--- src/hdl/u2u_pkg.sv ---
// Shared types, command codes and constants for the UTF-8 to UTF-16 transcoder.
package u2u_pkg;

    // Result status codes
    localparam logic [1:0] ST_DATA = 2'd0;
    localparam logic [1:0] ST_TERM = 2'd1;
    localparam logic [1:0] ST_ERR  = 2'd2;

    // Command kinds handed from the decoder to the result expander
    localparam logic [2:0] CMD_UNIT     = 3'd0;  // one code unit
    localparam logic [2:0] CMD_PAIR     = 3'd1;  // surrogate pair
    localparam logic [2:0] CMD_ERR      = 3'd2;  // error only
    localparam logic [2:0] CMD_ERR_TERM = 3'd3;  // error, then terminator
    localparam logic [2:0] CMD_TERM     = 3'd4;  // terminator only

    // Code point limits and surrogate bases
    localparam logic [20:0] ASCII_MAX    = 21'd127;
    localparam logic [20:0] BMP_MAX      = 21'h00FFFF;
    localparam logic [20:0] MAX_POINT    = 21'h10FFFF;
    localparam logic [20:0] SUPP_BASE    = 21'h010000;
    localparam logic [15:0] HI_SURR_BASE = 16'hD800;
    localparam logic [15:0] LO_SURR_BASE = 16'hDC00;

    // Default depth of the command queue between decoder and expander
    localparam int unsigned CMD_DEPTH_DEF = 4;

    typedef struct packed {
        logic [2:0]  kind;
        logic [20:0] point;
    } t_cmd;

endpackage

--- src/hdl/u2u_front.sv ---
// Decoder: takes UTF-8 bytes, tracks the open sequence and issues result commands.
module u2u_front (
    input  logic           i_clk,
    input  logic           i_rst_n,
    input  logic           i_accept,
    input  logic [7:0]     i_in_byte,
    output logic           o_cmd_valid,
    output u2u_pkg::t_cmd  o_cmd
);
    import u2u_pkg::*;

    logic [1:0]  r_pending, n_pending;
    logic [20:0] r_accum, n_accum;
    logic [1:0]  r_seq_len, n_seq_len;
    logic        r_skip, n_skip;

    logic [20:0] acc_shift;
    logic [1:0]  pend_dec;

    assign acc_shift = {r_accum[14:0], i_in_byte[5:0]};
    assign pend_dec  = r_pending - 2'd1;

    // Decode one byte against the sequence state
    always_comb begin
        n_pending   = r_pending;
        n_accum     = r_accum;
        n_seq_len   = r_seq_len;
        n_skip      = r_skip;
        o_cmd_valid = 1'b0;
        o_cmd.kind  = CMD_UNIT;
        o_cmd.point = '0;
        if (i_accept) begin
            if (i_in_byte == 8'h00) begin
                // end of string: flag an open sequence, then terminate
                o_cmd_valid = 1'b1;
                o_cmd.kind  = (!r_skip && r_pending != 2'd0) ? CMD_ERR_TERM : CMD_TERM;
                n_pending   = '0;
                n_accum     = '0;
                n_seq_len   = '0;
                n_skip      = 1'b0;
            end else if (!r_skip) begin
                if (r_pending == 2'd0) begin
                    if (i_in_byte inside {[8'h00:8'h7F]}) begin
                        o_cmd_valid = 1'b1;
                        o_cmd.kind  = CMD_UNIT;
                        o_cmd.point = {13'd0, i_in_byte};
                    end else if (i_in_byte inside {[8'hF0:8'hFF]}) begin
                        n_accum   = {18'd0, i_in_byte[2:0]};
                        n_pending = 2'd3;
                        n_seq_len = 2'd3;
                    end else if (i_in_byte inside {[8'hE0:8'hEF]}) begin
                        n_accum   = {17'd0, i_in_byte[3:0]};
                        n_pending = 2'd2;
                        n_seq_len = 2'd2;
                    end else if (i_in_byte inside {[8'hC0:8'hDF]}) begin
                        n_accum   = {16'd0, i_in_byte[4:0]};
                        n_pending = 2'd1;
                        n_seq_len = 2'd1;
                    end else begin
                        // stray continuation byte
                        o_cmd_valid = 1'b1;
                        o_cmd.kind  = CMD_ERR;
                        n_pending   = '0;
                        n_accum     = '0;
                        n_seq_len   = '0;
                        n_skip      = 1'b1;
                    end
                end else if (!i_in_byte[7]) begin
                    // bad continuation byte
                    o_cmd_valid = 1'b1;
                    o_cmd.kind  = CMD_ERR;
                    n_pending   = '0;
                    n_accum     = '0;
                    n_seq_len   = '0;
                    n_skip      = 1'b1;
                end else if (pend_dec != 2'd0) begin
                    n_accum   = acc_shift;
                    n_pending = pend_dec;
                end else begin
                    // sequence complete: check range and two-byte overlong form
                    n_pending   = '0;
                    n_accum     = '0;
                    n_seq_len   = '0;
                    o_cmd_valid = 1'b1;
                    o_cmd.point = acc_shift;
                    if ((r_seq_len == 2'd1 && acc_shift <= ASCII_MAX) ||
                        acc_shift > MAX_POINT) begin
                        o_cmd.kind  = CMD_ERR;
                        o_cmd.point = '0;
                        n_skip      = 1'b1;
                    end else if (acc_shift > BMP_MAX) begin
                        o_cmd.kind = CMD_PAIR;
                    end else begin
                        o_cmd.kind = CMD_UNIT;
                    end
                end
            end
        end
    end

    // Hold sequence state
    always_ff @(posedge i_clk) begin
        if (!i_rst_n) begin
            r_pending <= '0;
            r_accum   <= '0;
            r_seq_len <= '0;
            r_skip    <= 1'b0;
        end else begin
            r_pending <= n_pending;
            r_accum   <= n_accum;
            r_seq_len <= n_seq_len;
            r_skip    <= n_skip;
        end
    end

endmodule

--- src/hdl/u2u_cmd_fifo.sv ---
// Short command queue between the decoder and the result expander.
module u2u_cmd_fifo #(
    parameter int unsigned DEPTH = u2u_pkg::CMD_DEPTH_DEF
) (
    input  logic           i_clk,
    input  logic           i_rst_n,
    input  logic           i_push,
    input  u2u_pkg::t_cmd  i_data,
    output logic           o_full,
    input  logic           i_pop,
    output logic           o_nempty,
    output u2u_pkg::t_cmd  o_data
);
    import u2u_pkg::*;

    localparam int unsigned AW = (DEPTH > 1) ? $clog2(DEPTH) : 1;
    localparam int unsigned CW = $clog2(DEPTH + 1);
    localparam logic [AW-1:0] LAST_IDX = AW'(DEPTH - 1);

    t_cmd          r_mem [DEPTH];
    logic [AW-1:0] r_wr_ptr, r_rd_ptr;
    logic [CW-1:0] r_count;
    logic          do_push, do_pop;

    assign o_full   = (r_count == CW'(DEPTH));
    assign o_nempty = (r_count != '0);
    assign do_push  = i_push && !o_full;
    assign do_pop   = i_pop && o_nempty;
    assign o_data   = r_mem[r_rd_ptr];

    // Store the request at the write pointer
    always_ff @(posedge i_clk) begin
        if (do_push) begin
            r_mem[r_wr_ptr] <= i_data;
        end
    end

    // Advance pointers and occupancy
    always_ff @(posedge i_clk) begin
        if (!i_rst_n) begin
            r_wr_ptr <= '0;
            r_rd_ptr <= '0;
            r_count  <= '0;
        end else begin
            if (do_push) begin
                r_wr_ptr <= (r_wr_ptr == LAST_IDX) ? '0 : r_wr_ptr + 1'b1;
            end
            if (do_pop) begin
                r_rd_ptr <= (r_rd_ptr == LAST_IDX) ? '0 : r_rd_ptr + 1'b1;
            end
            if (do_push && !do_pop) begin
                r_count <= r_count + 1'b1;
            end else if (do_pop && !do_push) begin
                r_count <= r_count - 1'b1;
            end
        end
    end

endmodule

--- src/hdl/u2u_back.sv ---
// Result expander: turns each command into one or two results in an output register.
module u2u_back (
    input  logic           i_clk,
    input  logic           i_rst_n,
    input  logic           i_cmd_valid,
    input  u2u_pkg::t_cmd  i_cmd,
    output logic           o_cmd_pop,
    input  logic           i_pop,
    output logic           o_empty,
    output logic [15:0]    o_code_unit,
    output logic [1:0]     o_status,
    output logic           o_run_last
);
    import u2u_pkg::*;

    logic        r_valid;
    logic        r_phase;
    logic [15:0] r_code_unit;
    logic [1:0]  r_status;
    logic        r_run_last;

    logic        load;
    logic        two_part;
    logic [20:0] offset;
    logic [15:0] n_code_unit;
    logic [1:0]  n_status;
    logic        n_run_last;

    assign load     = i_cmd_valid && (!r_valid || i_pop);
    assign two_part = (i_cmd.kind == CMD_PAIR) || (i_cmd.kind == CMD_ERR_TERM);
    assign offset   = i_cmd.point - SUPP_BASE;
    assign o_cmd_pop = load && !(two_part && !r_phase);

    // Select the result for the current phase of the command
    always_comb begin
        n_code_unit = '0;
        n_status    = ST_DATA;
        n_run_last  = 1'b1;
        case (i_cmd.kind)
            CMD_UNIT: begin
                n_code_unit = i_cmd.point[15:0];
            end
            CMD_PAIR: begin
                if (!r_phase) begin
                    n_code_unit = HI_SURR_BASE + {6'd0, offset[19:10]};
                    n_run_last  = 1'b0;
                end else begin
                    n_code_unit = LO_SURR_BASE + {6'd0, offset[9:0]};
                end
            end
            CMD_ERR: begin
                n_status = ST_ERR;
            end
            CMD_ERR_TERM: begin
                if (!r_phase) begin
                    n_status   = ST_ERR;
                    n_run_last = 1'b0;
                end else begin
                    n_status = ST_TERM;
                end
            end
            CMD_TERM: begin
                n_status = ST_TERM;
            end
            default: begin
                n_status = ST_ERR;
            end
        endcase
    end

    // Advance phase and output valid
    always_ff @(posedge i_clk) begin
        if (!i_rst_n) begin
            r_valid <= 1'b0;
            r_phase <= 1'b0;
        end else begin
            if (load) begin
                r_valid <= 1'b1;
                r_phase <= two_part && !r_phase;
            end else if (i_pop) begin
                r_valid <= 1'b0;
            end
        end
    end

    // Hold the shown result until it is taken
    always_ff @(posedge i_clk) begin
        if (load) begin
            r_code_unit <= n_code_unit;
            r_status    <= n_status;
            r_run_last  <= n_run_last;
        end
    end

    assign o_empty     = !r_valid;
    assign o_code_unit = r_code_unit;
    assign o_status    = r_status;
    assign o_run_last  = r_run_last;

endmodule

--- src/hdl/utf8_to_utf16_stream.sv ---
// UTF-8 to UTF-16 stream transcoder: top level.
//
// Usage:
//   Input side is a queue: drive i_in_byte and raise i_push; the byte is taken at
//   an edge where i_push is high and o_full is low. A zero byte ends the string.
//   Result side is a queue: while o_empty is low, o_code_unit, o_status and
//   o_run_last show the oldest result; raise i_pop to take it.
//   Each byte gives zero, one or two results; o_run_last marks the last of them.
//   Status: data unit, string terminator or encoding error; after an error the
//   bytes up to the next zero give no results.
// Timing:
//   The decoder handles one byte per cycle while the queue is not full, writing
//   a request into a CMD_DEPTH-entry queue; the expander emits one result per
//   cycle from it while i_pop is high. A byte's first result passes through the
//   queue and the output register. Sustained rate is one byte per cycle while i_pop
//   is high; a surrogate pair or an error before a terminator gives two results.
// Reset and stall:
//   Synchronous active-low reset clears sequence state, empties the queue and
//   clears the output valid flag. When the receiver stalls, the output holds,
//   the queue fills, and o_full rises to stop the sender.
module utf8_to_utf16_stream #(
    parameter int unsigned CMD_DEPTH = u2u_pkg::CMD_DEPTH_DEF
) (
    input  logic        i_clk,
    input  logic        i_rst_n,
    input  logic        i_push,
    input  logic [7:0]  i_in_byte,
    output logic        o_full,
    input  logic        i_pop,
    output logic        o_empty,
    output logic [15:0] o_code_unit,
    output logic [1:0]  o_status,
    output logic        o_run_last
);
    import u2u_pkg::*;

    logic accept;
    logic fr_valid;
    t_cmd fr_cmd;
    logic q_full;
    logic q_nempty;
    t_cmd q_cmd;
    logic bk_pop;

    assign accept = i_push && !q_full;
    assign o_full = q_full;

    u2u_front u_front (
        .i_clk       (i_clk),
        .i_rst_n     (i_rst_n),
        .i_accept    (accept),
        .i_in_byte   (i_in_byte),
        .o_cmd_valid (fr_valid),
        .o_cmd       (fr_cmd)
    );

    u2u_cmd_fifo #(
        .DEPTH (CMD_DEPTH)
    ) u_fifo (
        .i_clk    (i_clk),
        .i_rst_n  (i_rst_n),
        .i_push   (fr_valid),
        .i_data   (fr_cmd),
        .o_full   (q_full),
        .i_pop    (bk_pop),
        .o_nempty (q_nempty),
        .o_data   (q_cmd)
    );

    u2u_back u_back (
        .i_clk       (i_clk),
        .i_rst_n     (i_rst_n),
        .i_cmd_valid (q_nempty),
        .i_cmd       (q_cmd),
        .o_cmd_pop   (bk_pop),
        .i_pop       (i_pop),
        .o_empty     (o_empty),
        .o_code_unit (o_code_unit),
        .o_status    (o_status),
        .o_run_last  (o_run_last)
    );

endmodule

--- config.mk ---
export PLATFORM = sky130hd
export DESIGN_NAME = utf8_to_utf16_stream
export DESIGN_NICKNAME = d
export VERILOG_FILES = /design/src/hdl/u2u_pkg.sv /design/src/hdl/u2u_front.sv /design/src/hdl/u2u_cmd_fifo.sv /design/src/hdl/u2u_back.sv /design/src/hdl/utf8_to_utf16_stream.sv
export SDC_FILE = /design/constraint.sdc
export NUM_CORES = 1
export LEC_CHECK = 0
export ABC_AREA = 1
export BUFFER_PORTS_ARGS = -buffer_cell sky130_fd_sc_hd__buf_2
export CAP_MARGIN = 20
export CELL_PAD_IN_SITES_DETAIL_PLACEMENT = 2
export CELL_PAD_IN_SITES_GLOBAL_PLACEMENT = 2
export CORE_ASPECT_RATIO = 1.4
export CORE_MARGIN = 4
export CORE_UTILIZATION = 42
export CTS_CLUSTER_DIAMETER = 80
export DETAILED_ROUTE_END_ITERATION = 8
export PLACE_DENSITY_LB_ADDON = 0.1
export SKIP_CTS_REPAIR_TIMING = 1
export SYNTH_ARGS = -nofsm -noshare
export SYNTH_HDL_FRONTEND = slang
export SYNTH_SLANG_ARGS = --single-unit
--- constraint.sdc ---
create_clock -name i_clk -period 10.1 [get_ports i_clk]
set_clock_uncertainty 0.2 [all_clocks]
set_input_delay 2.525 -clock i_clk [delete_from_list [all_inputs] [get_ports i_clk]]
set_output_delay 2.525 -clock i_clk [all_outputs]
set_load 0.005 [all_outputs]
Word-level counts from Yosys, hierarchy flattened. Memory sizes are Yosys's and may differ from the RTL's. A register that Yosys moved wholly into a read port is not among the register bits. Index checks and enable logic that the tools add are counted.

Bits in registers: 48. Latch bits: 0. Bits in writable memories: 96. ROM bits: 0. Bits of input ports: 12. Output and inout bits: 21. Word-level logic and storage cells: 150. Memories kept: 1.

Add/sub/neg operators: 8. Multiply operators: 0. Divide/modulo/power cells: 0. Magnitude comparators: 11. Equality and inequality tests: 10. Shifts and indexed selects: 0. Muxes and demuxes: 72. Bitwise gates (word level): 0. Reductions and logical operators: 36.

Memories: u_fifo.r_mem (words 4, width 24, rd ports 1, clocked after memory_dff 1, write ports 1, line u2u_cmd_fifo.sv:20) `t_cmd r_mem [DEPTH];`.

Operator list (count): 15-bit two-way mux (7); 24-bit two-way mux (4); 21-bit two-way mux (3); 2-bit two-way mux (20); 15-bit by 11-bit adder with 16-bit output (first input constant) (2); 16-bit case mux with 2 select lines (1); 8-bit >= comparator (second input constant) (3); 8-bit <= comparator (second input constant) (3); 1-bit two-way mux (24); 3-bit two-way mux (8); 21-bit by 16-bit > comparator with 1-bit output (second input constant) (1); 21-bit > comparator (second input constant) (1); 21-bit by 7-bit <= comparator with 1-bit output (second input constant) (1); 20-bit by 17-bit subtractor with 20-bit output (second input constant) (1); 16-bit two-way mux (1); 1-bit logical AND (14); 5-bit two-way mux (2); 8-bit by 1-bit >= comparator with 1-bit output (second input constant) (1); 8-bit by 7-bit <= comparator with 1-bit output (second input constant) (1); 8-bit zero test (1); 8-bit two-way mux (1); 2-bit nonzero test (4); 1-bit zero test (7); 3-bit equality test (second input constant) (2); other kinds (19) (24).

Depth between registers and ports, before layout. Gate-level depths: netlist of run 1.

Depth after elaboration: 15. Depth in mapped cells: 14. Mapped depth without buffers: 14.

Cells and area by module. From an unflattened synthesis of run 1, not the netlist that was laid out.

Cell total of the unflattened synthesis: 644. Area, all modules: 6667.6 µm².

Modules (own cells, without submodules): u2u_cmd_fifo (instances 1, cells an instance 303, area an instance 4222.8 µm², seq. area each 3062.9 µm²); u2u_front (instances 1, cells an instance 227, area an instance 1393.8 µm², seq. area each 400.4 µm²); u2u_back (instances 1, cells an instance 112, area an instance 1041.0 µm², seq. area each 610.6 µm²); utf8_to_utf16_stream (instances 1, cells an instance 2, area an instance 10.0 µm², seq. area each 0.0 µm²).

Worst setup path before layout of run 1. Ideal clock, no wire load.

Path type: in2reg. From: input port i_pop. To: register u_fifo.r_count[1]. Library setup time: 0.120 ns. Arrival time: 4.929 ns. Data required time: 9.780 ns. Path slack: 4.850 ns. Stages on the path: 8. Buffers on the path: 0. Cells stage by stage: nor2_1 -> a31oi_1 -> nand2_1 -> ha_1 -> inv_1 -> fa_1 -> o21ai_0 -> a21oi_1.

Cells in the longest elaborated chain, start to end: 7. Elaborated cells on any way between the ends: 9. Those cells by class: mux: 1; reduce/logical: 8.

RTL lines: start, declared (line utf8_to_utf16_stream.sv:29) `input logic i_pop,`; 1-bit logical OR (*) (line u2u_back.sv:29) `assign load = i_cmd_valid && (!r_valid || i_pop);`; 1-bit logical AND (*) (line u2u_back.sv:29); named net u_back.load (line u2u_back.sv:22) `logic load;`; 1-bit logical AND (*) (line u2u_back.sv:32) `assign o_cmd_pop = load && !(two_part && !r_phase);`; 1-bit logical AND (*) (line u2u_cmd_fifo.sv:28) `assign do_pop = i_pop && o_nempty;`; 1-bit zero test (line u2u_cmd_fifo.sv:51) `if (do_push && !do_pop) begin`; 1-bit logical AND (line u2u_cmd_fifo.sv:51); 3-bit two-way mux / 2-bit nonzero test (equally long branches); end signal, assigned (line u2u_cmd_fifo.sv:52) `r_count <= r_count + 1'b1;`; end signal, assigned (line u2u_cmd_fifo.sv:54) `r_count <= r_count - 1'b1;`; end, declared (line u2u_cmd_fifo.sv:22) `logic [CW-1:0] r_count;`.

Mark *: on every way through the listed nets, which the timed path passes. The rest lies on a longest branch. A chain may end at the register's enable or synchronous reset.

Final worst setup path of run 1.
From: input port i_in_byte[1]. To: register u_fifo.r_count[2].

Cells in the longest elaborated chain, start to end: 14. Elaborated cells on any way between the ends: 27. Those cells by class: order compare: 8; mux: 9; reduce/logical: 10.

RTL lines: start, declared (line utf8_to_utf16_stream.sv:27) `input logic [7:0] i_in_byte,`; 8-bit >= comparator / 8-bit <= comparator (equally long branches) (line u2u_front.sv:55) `end else if (i_in_byte inside {[8'hC0:8'hDF]}) begin`; 1-bit logical AND (line u2u_front.sv:55); 1-bit two-way mux (line u2u_front.sv:55); 1-bit two-way mux (line u2u_front.sv:51) `end else if (i_in_byte inside {[8'hE0:8'hEF]}) begin`; 1-bit two-way mux (line u2u_front.sv:47) `end else if (i_in_byte inside {[8'hF0:8'hFF]}) begin`; 1-bit two-way mux (line u2u_front.sv:43) `if (i_in_byte inside {[8'h00:8'h7F]}) begin`; 1-bit two-way mux (line u2u_front.sv:42) `if (r_pending == 2'd0) begin`; 1-bit two-way mux (line u2u_front.sv:41) `end else if (!r_skip) begin`; 1-bit two-way mux (*) (line u2u_front.sv:33) `if (i_in_byte == 8'h00) begin`; 1-bit two-way mux (*) (line u2u_front.sv:32) `if (i_accept) begin`; 1-bit logical AND (*) (line u2u_cmd_fifo.sv:27) `assign do_push = i_push && !o_full;`; named net u_fifo.do_push (line u2u_cmd_fifo.sv:23) `logic do_push, do_pop;`; 1-bit zero test (line u2u_cmd_fifo.sv:53) `end else if (do_pop && !do_push) begin`; 1-bit logical AND (line u2u_cmd_fifo.sv:53); 2-bit nonzero test (no line).

Marks and branches as above.

==> flow_summary_export.csv, run 1 <==
group,metric,value,unit
critical_path,crit_type,"primary input to flop",
power_and_ir_drop,clkPwrFrac,0.310,
routing,routed_wirelength,20.4,mm
yosys,ys_seq_area_frac,0.626,
final_layout,layout-drive-gt1-share,0.141,
power_and_ir_drop,ir_drop,0.164,mV
global_routing,antenna_found_initial,0,
yosys,synth_area_leaders,"edfxtp_1 53%, dfxtp_1 9.8%, nand2_1 8.7%",
routing,wl_per_cell,23.1,um
yosys,yosys.area_share.simple,0.208,
yosys,synth-adder-area-share,0.0210,
worst_hold_path,hp-class,"flop to flop",
yosys,synth_top_family_by_area,"simple AND/OR/NAND/NOR gates",
global_routing,use_met2,0.470,
floorplanning,initial_core_util,0.433,
power_and_ir_drop,p_per_area,299,nW/um2
yosys,synth.net_count,668,
timing,slew_violations,0,
power_and_ir_drop,switching_share,0.375,
global_routing,grt_usage,0.245,
critical_path,cp.arrival,4.87,ns
final_layout,antennaDiodeCount,0,
final_layout,finalNetCount,703,
yosys,syn_area_per_cell,9.77,um2
timing,finalCritPeriodShare,0.471,
floorplanning,io-pin-count,33,
routing,dr.pass1.iters,5,
global_routing,grt_pass1_vias,5633,
power_and_ir_drop,pwr-share-seq,0.377,
cts,cts_buffers,17,
yosys,netlist_instances,646,
timing,tns,0,ns
yosys,synth_compound_area_frac,0.0896,
run,cap_violations,0,
place,placed_cells,851,
critical_path,cp-start-kind,"primary input",
routing,drtIter0Drc,328,
place,dp_hpwl,12.8,mm
timing,max_freq,210,MHz
timing,hold_viol_final,0,
global_routing,grt_max_degree,48,
cts,cts_tree,"yes",
yosys,synth_xor_area_frac,0.00278,
critical_path,cp_max_fo,12,
cts,cts.clk_slew.worst_paths,0.07,ns
timing,worst_slew_pin_slew,0.809,ns
final_layout,nFillCells,1553,
yosys,yosysWarningCount,0,
cts,clock_sinks,142,
global_routing,grt_first_pass_wirelength,32.0,mm
outcome,status,"finished clean",
yosys,yosysTopAreaCellShare,0.528,
power_and_ir_drop,p_leak,2.95,nW
power_and_ir_drop,pwr-share-comb,0.314,
yosys,synth.area.mux_share,0,
cts,cts_root_buf,"clkbuf_16",
floorplanning,core_area,14600,um2
timing,finalCriticalPeriod,4.76,ns
yosys,yosys.area.top_type,"edfxtp_1",
place,gp_congestion,0.847,
final_layout,area_growth,15.4,%
global_routing,grtUsageMet1,0.258,
final_layout,final_cells,883,
cts,cts_buffer_depth,2,
floorplanning,rows,52,
place,io_buffers,32,
floorplanning,die_w,112,um
cts,clock_latency,0.43,ns
floorplanning,fp.dieH,153,um
routing,routed-via-count,4895,
cts,htree_num_levels,4,
critical_path,worstSetupEndpointType,"flop",
power_and_ir_drop,intPower,0.00136,W
yosys,ys_ff_latch,142,
power_and_ir_drop,p_switching,0.000815,W
floorplanning,die-area,17100,um2
timing,finalSetupViolCount,0,
timing,slew_headroom,0.461,
yosys,synth_area,6310,um2
global_routing,grt-busiest-layer,"met2",
yosys,synthDistinctLibCells,37,
routing,viasPerCell,5.54,
timing,rsz0062_at_grt,"no",
routing,drcViolationCount,0,
global_routing,grt.overflow.total,0,
critical_path,critical_path_required,10.21,ns
routing,drtAntennaViolNets,0,
global_routing,met3_usage,0.0380,
[Yosys cell counts, drive strengths merged]
cell type,n
nand2,152
edfxtp,111
nor2,103
inv,55
o21ai,54
nand3,52
dfxtp,31
a21oi,21
buf,13
clkbuf,10
ha,9
a22oi,8
o22ai,7
nand4,4
o2bb2ai,4
a21boi,2
or2,2
a211oi,1
a31oi,1
clkinv,1
fa,1
nor3,1
o21bai,1
xnor2,1
xor2,1
[layer usage]
metal  up-vias  routed length (um)
met5         -                   0
met4         0                 634
met3        48                 554
met2       114               11500
met1      2482                7730
li1       2251                   -
[registers in the layout, summed over array words and instances, names as in the netlist, 3 cells and up, named ones only]
register,count
u_back.o_code_unit,16
u_fifo.r_count,3
u_fifo.r_mem,92
u_front.r_accum,15
[cell type report]
type / count / area (um2) / share of cell area
clock inverters: 15 / 196 / 0.0270
flip-flops and latches: 142 / 3950 / 0.543
multi-input cells: 425 / 2040 / 0.281
inverters: 56 / 213 / 0.0292
well taps: 189 / 236 / 0.0325
clock buffers: 17 / 425 / 0.0584
repair buffers: 39 / 213 / 0.0292
[placed cells by master, fill, tap and decap left out, drive strengths merged, types with 3 or more instances in the layout]
master and n:
ha 9, bufinv 3, edfxtp 111, clkinvlp 3, o2bb2ai 4, dfxtp 31, buf 39, nand4 4
a22oi 8, o21ai 54, nand2 152, nand3 52, a21oi 21, clkbuf 17, o22ai 7, nor2 103
inv 63
[worst paths after layout]
| check | slack [ns] | start | end | depth (start not counted) |
|---|---|---|---|---|
| hold / removal | 0.28 | u_front.r_pending[1]$_SDFFE_PN0P_ | u_front.r_pending[1]$_SDFFE_PN0P_ | 2 |
| setup reg to reg | 6.41 | flop | u_fifo.r_count[2]$_SDFFE_PN0P_ | 14 |
| hold reg to reg | 0.28 | u_front.r_pending[1]$_SDFFE_PN0P_ | u_front.r_pending[1]$_SDFFE_PN0P_ | 2 |
| setup / recovery | 5.34 | i_in_byte[1] | u_fifo.r_count[2]$_SDFFE_PN0P_ | 13 |
[logic make-up after synthesis]
family,count (synthesis)
DFF,142
buffers and inverters,79
AOI/OAI and AO/OA,99
xor gates and xnor gates,2
and+or+nand+nor,314
adders and majority gates,10
[critical path, cell delays in order]
cell	delay, ns
buf_2	0.11
inv_1	0.07
nand4_1	0.17
nor2_2	0.28
nand2_2	0.22
o21ai_1	0.23
ha_1	0.21
inv_1	0.08
fa_1	0.45
a21oi_1	0.17
o21ai_0	0.12
o21ai_0	0.17
a21oi_1	0.06
[power groups by stage]
stage	Sequential (W)	Clock, W	Combinational [W]
floorplan	0.000817	0	0.000431
global placement	0.000819	0	0.000612
detailed placement	0.000827	0	0.000662
CTS	0.000821	0.000683	0.000692
global route	0.000829	0.000710	0.000761
finish	0.000820	0.000674	0.000682
[stage by stage]
stage,hold WS [ns],utilization,total power [W],cell area (um2),worst slack (ns)
CTS,0.298,0.500,0.00220,7280,5.33
global route,0.307,0.500,0.00230,7280,5.16
detailed placement,0.288,0.457,0.00149,6660,4.89
finish,0.283,0.500,0.00218,7280,5.34
global placement,0.253,0.457,0.00143,6660,5.04
floorplan,0.238,-,0.00125,6310,4.85
No activity file was read; power rests on OpenSTA's default activity.
==> run 2, diff against run 1 <==
--- a/config.mk
+++ b/config.mk
@@ -5,14 +5,14 @@
 export SDC_FILE = /design/constraint.sdc
 export NUM_CORES = 1
 export LEC_CHECK = 0
-export ABC_AREA = 1
+export ABC_AREA = 0
 export BUFFER_PORTS_ARGS = -buffer_cell sky130_fd_sc_hd__buf_2
 export CAP_MARGIN = 20
 export CELL_PAD_IN_SITES_DETAIL_PLACEMENT = 2
 export CELL_PAD_IN_SITES_GLOBAL_PLACEMENT = 2
 export CORE_ASPECT_RATIO = 1.4
 export CORE_MARGIN = 4
-export CORE_UTILIZATION = 42
+export CORE_UTILIZATION = 40
 export CTS_CLUSTER_DIAMETER = 80
 export DETAILED_ROUTE_END_ITERATION = 8
 export PLACE_DENSITY_LB_ADDON = 0.1
==> constraint.sdc (replaced) <==
create_clock -name i_clk -period 4.15 [get_ports i_clk]
set_clock_uncertainty 0.2 [all_clocks]
set_input_delay 1.0375 -clock i_clk [delete_from_list [all_inputs] [get_ports i_clk]]
set_output_delay 1.0375 -clock i_clk [all_outputs]
set_load 0.005 [all_outputs]
==> flow_summary_export.csv, run 2 <==
group,metric,value,unit
power_and_ir_drop,p_switching,0.00125,W
yosys,ys_seq_area_frac,0.651,
routing,routed-via-count,3482,
timing,finalCritPeriodShare,0.815,
outcome,status,"finished clean",
cts,htree_num_levels,4,
yosys,syn_area_per_cell,14.5,um2
global_routing,grt_usage,0.174,
critical_path,slowest_delay,0.56,ns
cts,cts.clk_slew.worst_paths,0.06,ns
place,placed_cells,635,
critical_path,cp_cell_sequence,"buf_2 > or4_4 > nor2_1 > o21a_1 > ha_1 > inv_1 > fa_1 > xor2_1 > or3_1 > a21boi_0",
power_and_ir_drop,p_leak,2.39,nW
power_and_ir_drop,clkPwrFrac,0.338,
critical_path,slowest_stage,"or4_4",
cts,cts_tree,"yes",
final_layout,mostFrequentLayoutCells,"111 x edfxtp_1, 41 x nand2_1, 32 x buf_2",
critical_path,worstSetupEndpointType,"flop",
power_and_ir_drop,pwr-share-comb,0.238,
global_routing,grt_max_degree,32,
critical_path,critical_path_required,4.28,ns
floorplanning,rows,53,
floorplanning,io-pin-count,33,
global_routing,antenna_found_initial,0,
final_layout,multi_input_comb_area,1960,um2
yosys,synthFlopType,"edfxtp_1",
critical_path,crit_type,"primary input to flop",
yosys,synth_edf_count,111,
routing,drcViolationCount,0,
yosys,synth.net_count,442,
final_layout,regMostFlops,"u_fifo.r_mem",
yosys,ys_top_cells_by_count,"111 x edfxtp_1, 41 x nand2_1, 31 x dfxtp_1",
run,cap_violations,0,
final_layout,layout.cells.most_common,"edfxtp_1",
timing,tns,0,ns
cts,cts_buffers,17,
timing,worst_slew_pin_slew,0.865,ns
final_layout,finalNetCount,484,
yosys,ys_ff_latch,142,
final_layout,area_growth,16.0,%
timing,finalSetupViolCount,0,
timing,rsz0062_at_grt,"no",
global_routing,grt.overflow.total,0,
final_layout,largest_reg_flops,92,
timing,hold_viol_final,0,
critical_path,cp.arrival,3.51,ns
final_layout,layout-drive-gt1-share,0.259,
cts,cts_root_buf,"clkbuf_16",
yosys,yosys.cell_count.top_type,"edfxtp_1",
final_layout,final_cells,667,
power_and_ir_drop,pwr-share-seq,0.423,
timing,slew_violations,0,
worst_hold_path,hp-class,"flop to flop",
yosys,synth_area,6080,um2
final_layout,seq_area,3950,um2
timing,max_freq,296,MHz
routing,wl_per_cell,20.9,um
floorplanning,die_w,112,um
power_and_ir_drop,intPower,0.00314,W
cts,clock_sinks,142,
power_and_ir_drop,switching_share,0.285,
floorplanning,die-area,17300,um2
yosys,synth_area_leaders,"edfxtp_1 55%, dfxtp_1 10%, mux4_2 8.5%",
floorplanning,fp.dieH,154,um
yosys,yosysWarningCount,0,
yosys,netlist_instances,420,
yosys,yosys.area.top_type,"edfxtp_1",
timing,finalCriticalPeriod,3.38,ns
power_and_ir_drop,p_per_area,624,nW/um2
yosys,synthDistinctLibCells,53,
place,io_buffers,32,
place,gp_congestion,0.757,
yosys,yosysTopAreaCellShare,0.549,
place,dp_hpwl,10.1,mm
timing,slew_headroom,0.422,
global_routing,grt_pass1_vias,3979,
floorplanning,initial_core_util,0.405,
yosys,async_flop_share,0,
global_routing,grt_first_pass_wirelength,22.9,mm
cts,clock_latency,0.41,ns
critical_path,cp_max_fo,13,
routing,dr.pass1.iters,7,
critical_path,cp-start-kind,"primary input",
final_layout,antennaDiodeCount,0,
floorplanning,core_area,15000,um2
routing,viasPerCell,5.22,
power_and_ir_drop,ir_drop,0.270,mV
routing,drtIter0Drc,134,
final_layout,nFillCells,1470,
cts,cts_buffer_depth,2,
routing,routed_wirelength,14.0,mm
routing,drtAntennaViolNets,0,
## run 2: cell types whose count changed after synthesis, sizes merged, moves of 9 or more
cell and change:
a21boi +17, nor2b +10, and2 +25, o21ai -47
a21oi -9, mux4 +23, nand3 -37, nand2 -111
inv -44, nor2 -78, nand2b +11
## run 2: area by class of cell
cell class | count | share of cell area
Multi-Input combinational cell | 245 | 0.278
Inverter | 11 | 0.00586
Sequential cell | 142 | 0.561
Tap cell | 192 | 0.0341
Clock inverter | 7 | 0.00604
Timing Repair Buffer | 45 | 0.0366
Clock buffer | 25 | 0.0781
## run 2: cell families (layout without fill, tap and decap cells)
family	Yosys count	in the layout	share of synthesized area
muxes	27	27	0.0921
adders and majority gates	10	10	0.0218
DFF	142	142	0.651
buffers and inverters	33	88	0.0274
AOI/OAI and AO/OA	53	53	0.0653
and+or+nand+nor	150	150	0.136
xor gates and xnor gates	5	5	0.00721
## run 2: routing by layer
| metal | vias up | wire length [um] | global-route usage |
|---|---|---|---|
| met2 | 54 | 7890 | 0.323 |
| li1 | 1639 | - | - |
| met3 | 16 | 350 | 0.0339 |
| met4 | 0 | 194 | 0.0521 |
| met1 | 1773 | 5530 | 0.199 |
| met5 | - | 0 | 0 |
## run 2: metrics by stage
stage	instance area, um2	power [W]	hold WS [ns]	utilization	setup WS [ns]
5_1_grt	7050	0.00466	0.312	0.470	0.649
6_report	7050	0.00440	0.288	0.470	0.769
4_1_cts	7050	0.00447	0.292	0.470	0.753
3_3_place_gp	6450	0.00292	0.263	0.431	0.451
3_5_place_dp	6450	0.00297	0.269	0.431	0.319
2_1_floorplan	6080	0.00261	0.239	-	0.332
## run 2: worst paths after layout
check	from	to	slack, ns	cells after the start
setup reg to reg	flop	u_fifo.r_count[2]$_SDFFE_PN0P_	0.85	10
setup / recovery	i_in_byte[7]	u_fifo.r_count[2]$_SDFFE_PN0P_	0.77	10
hold reg to reg	u_front.r_seq_len[0]$_SDFFE_PN0P_	u_front.r_seq_len[0]$_SDFFE_PN0P_	0.29	2
hold / removal	u_front.r_seq_len[0]$_SDFFE_PN0P_	u_front.r_seq_len[0]$_SDFFE_PN0P_	0.29	2
## run 2: critical path, delay by kind of cell
kind	cells	cell delay, ns
buffers and inverters	2	0.24
AND/OR/NAND/NOR	3	1.03
AO/OA/AOI/OAI	2	0.38
XOR/XNOR	1	0.18
adder cells (fa/ha/maj)	2	0.64
## run 2: power by group through the flow
| stage | logic (W) | clock network (W) | registers (W) |
|---|---|---|---|
| floorplan | 0.000717 | 0 | 0.00189 |
| global placement | 0.00104 | 0 | 0.00188 |
| detailed placement | 0.00107 | 0 | 0.00189 |
| CTS | 0.00108 | 0.00152 | 0.00187 |
| global route | 0.00116 | 0.00160 | 0.00189 |
| finish | 0.00105 | 0.00149 | 0.00186 |
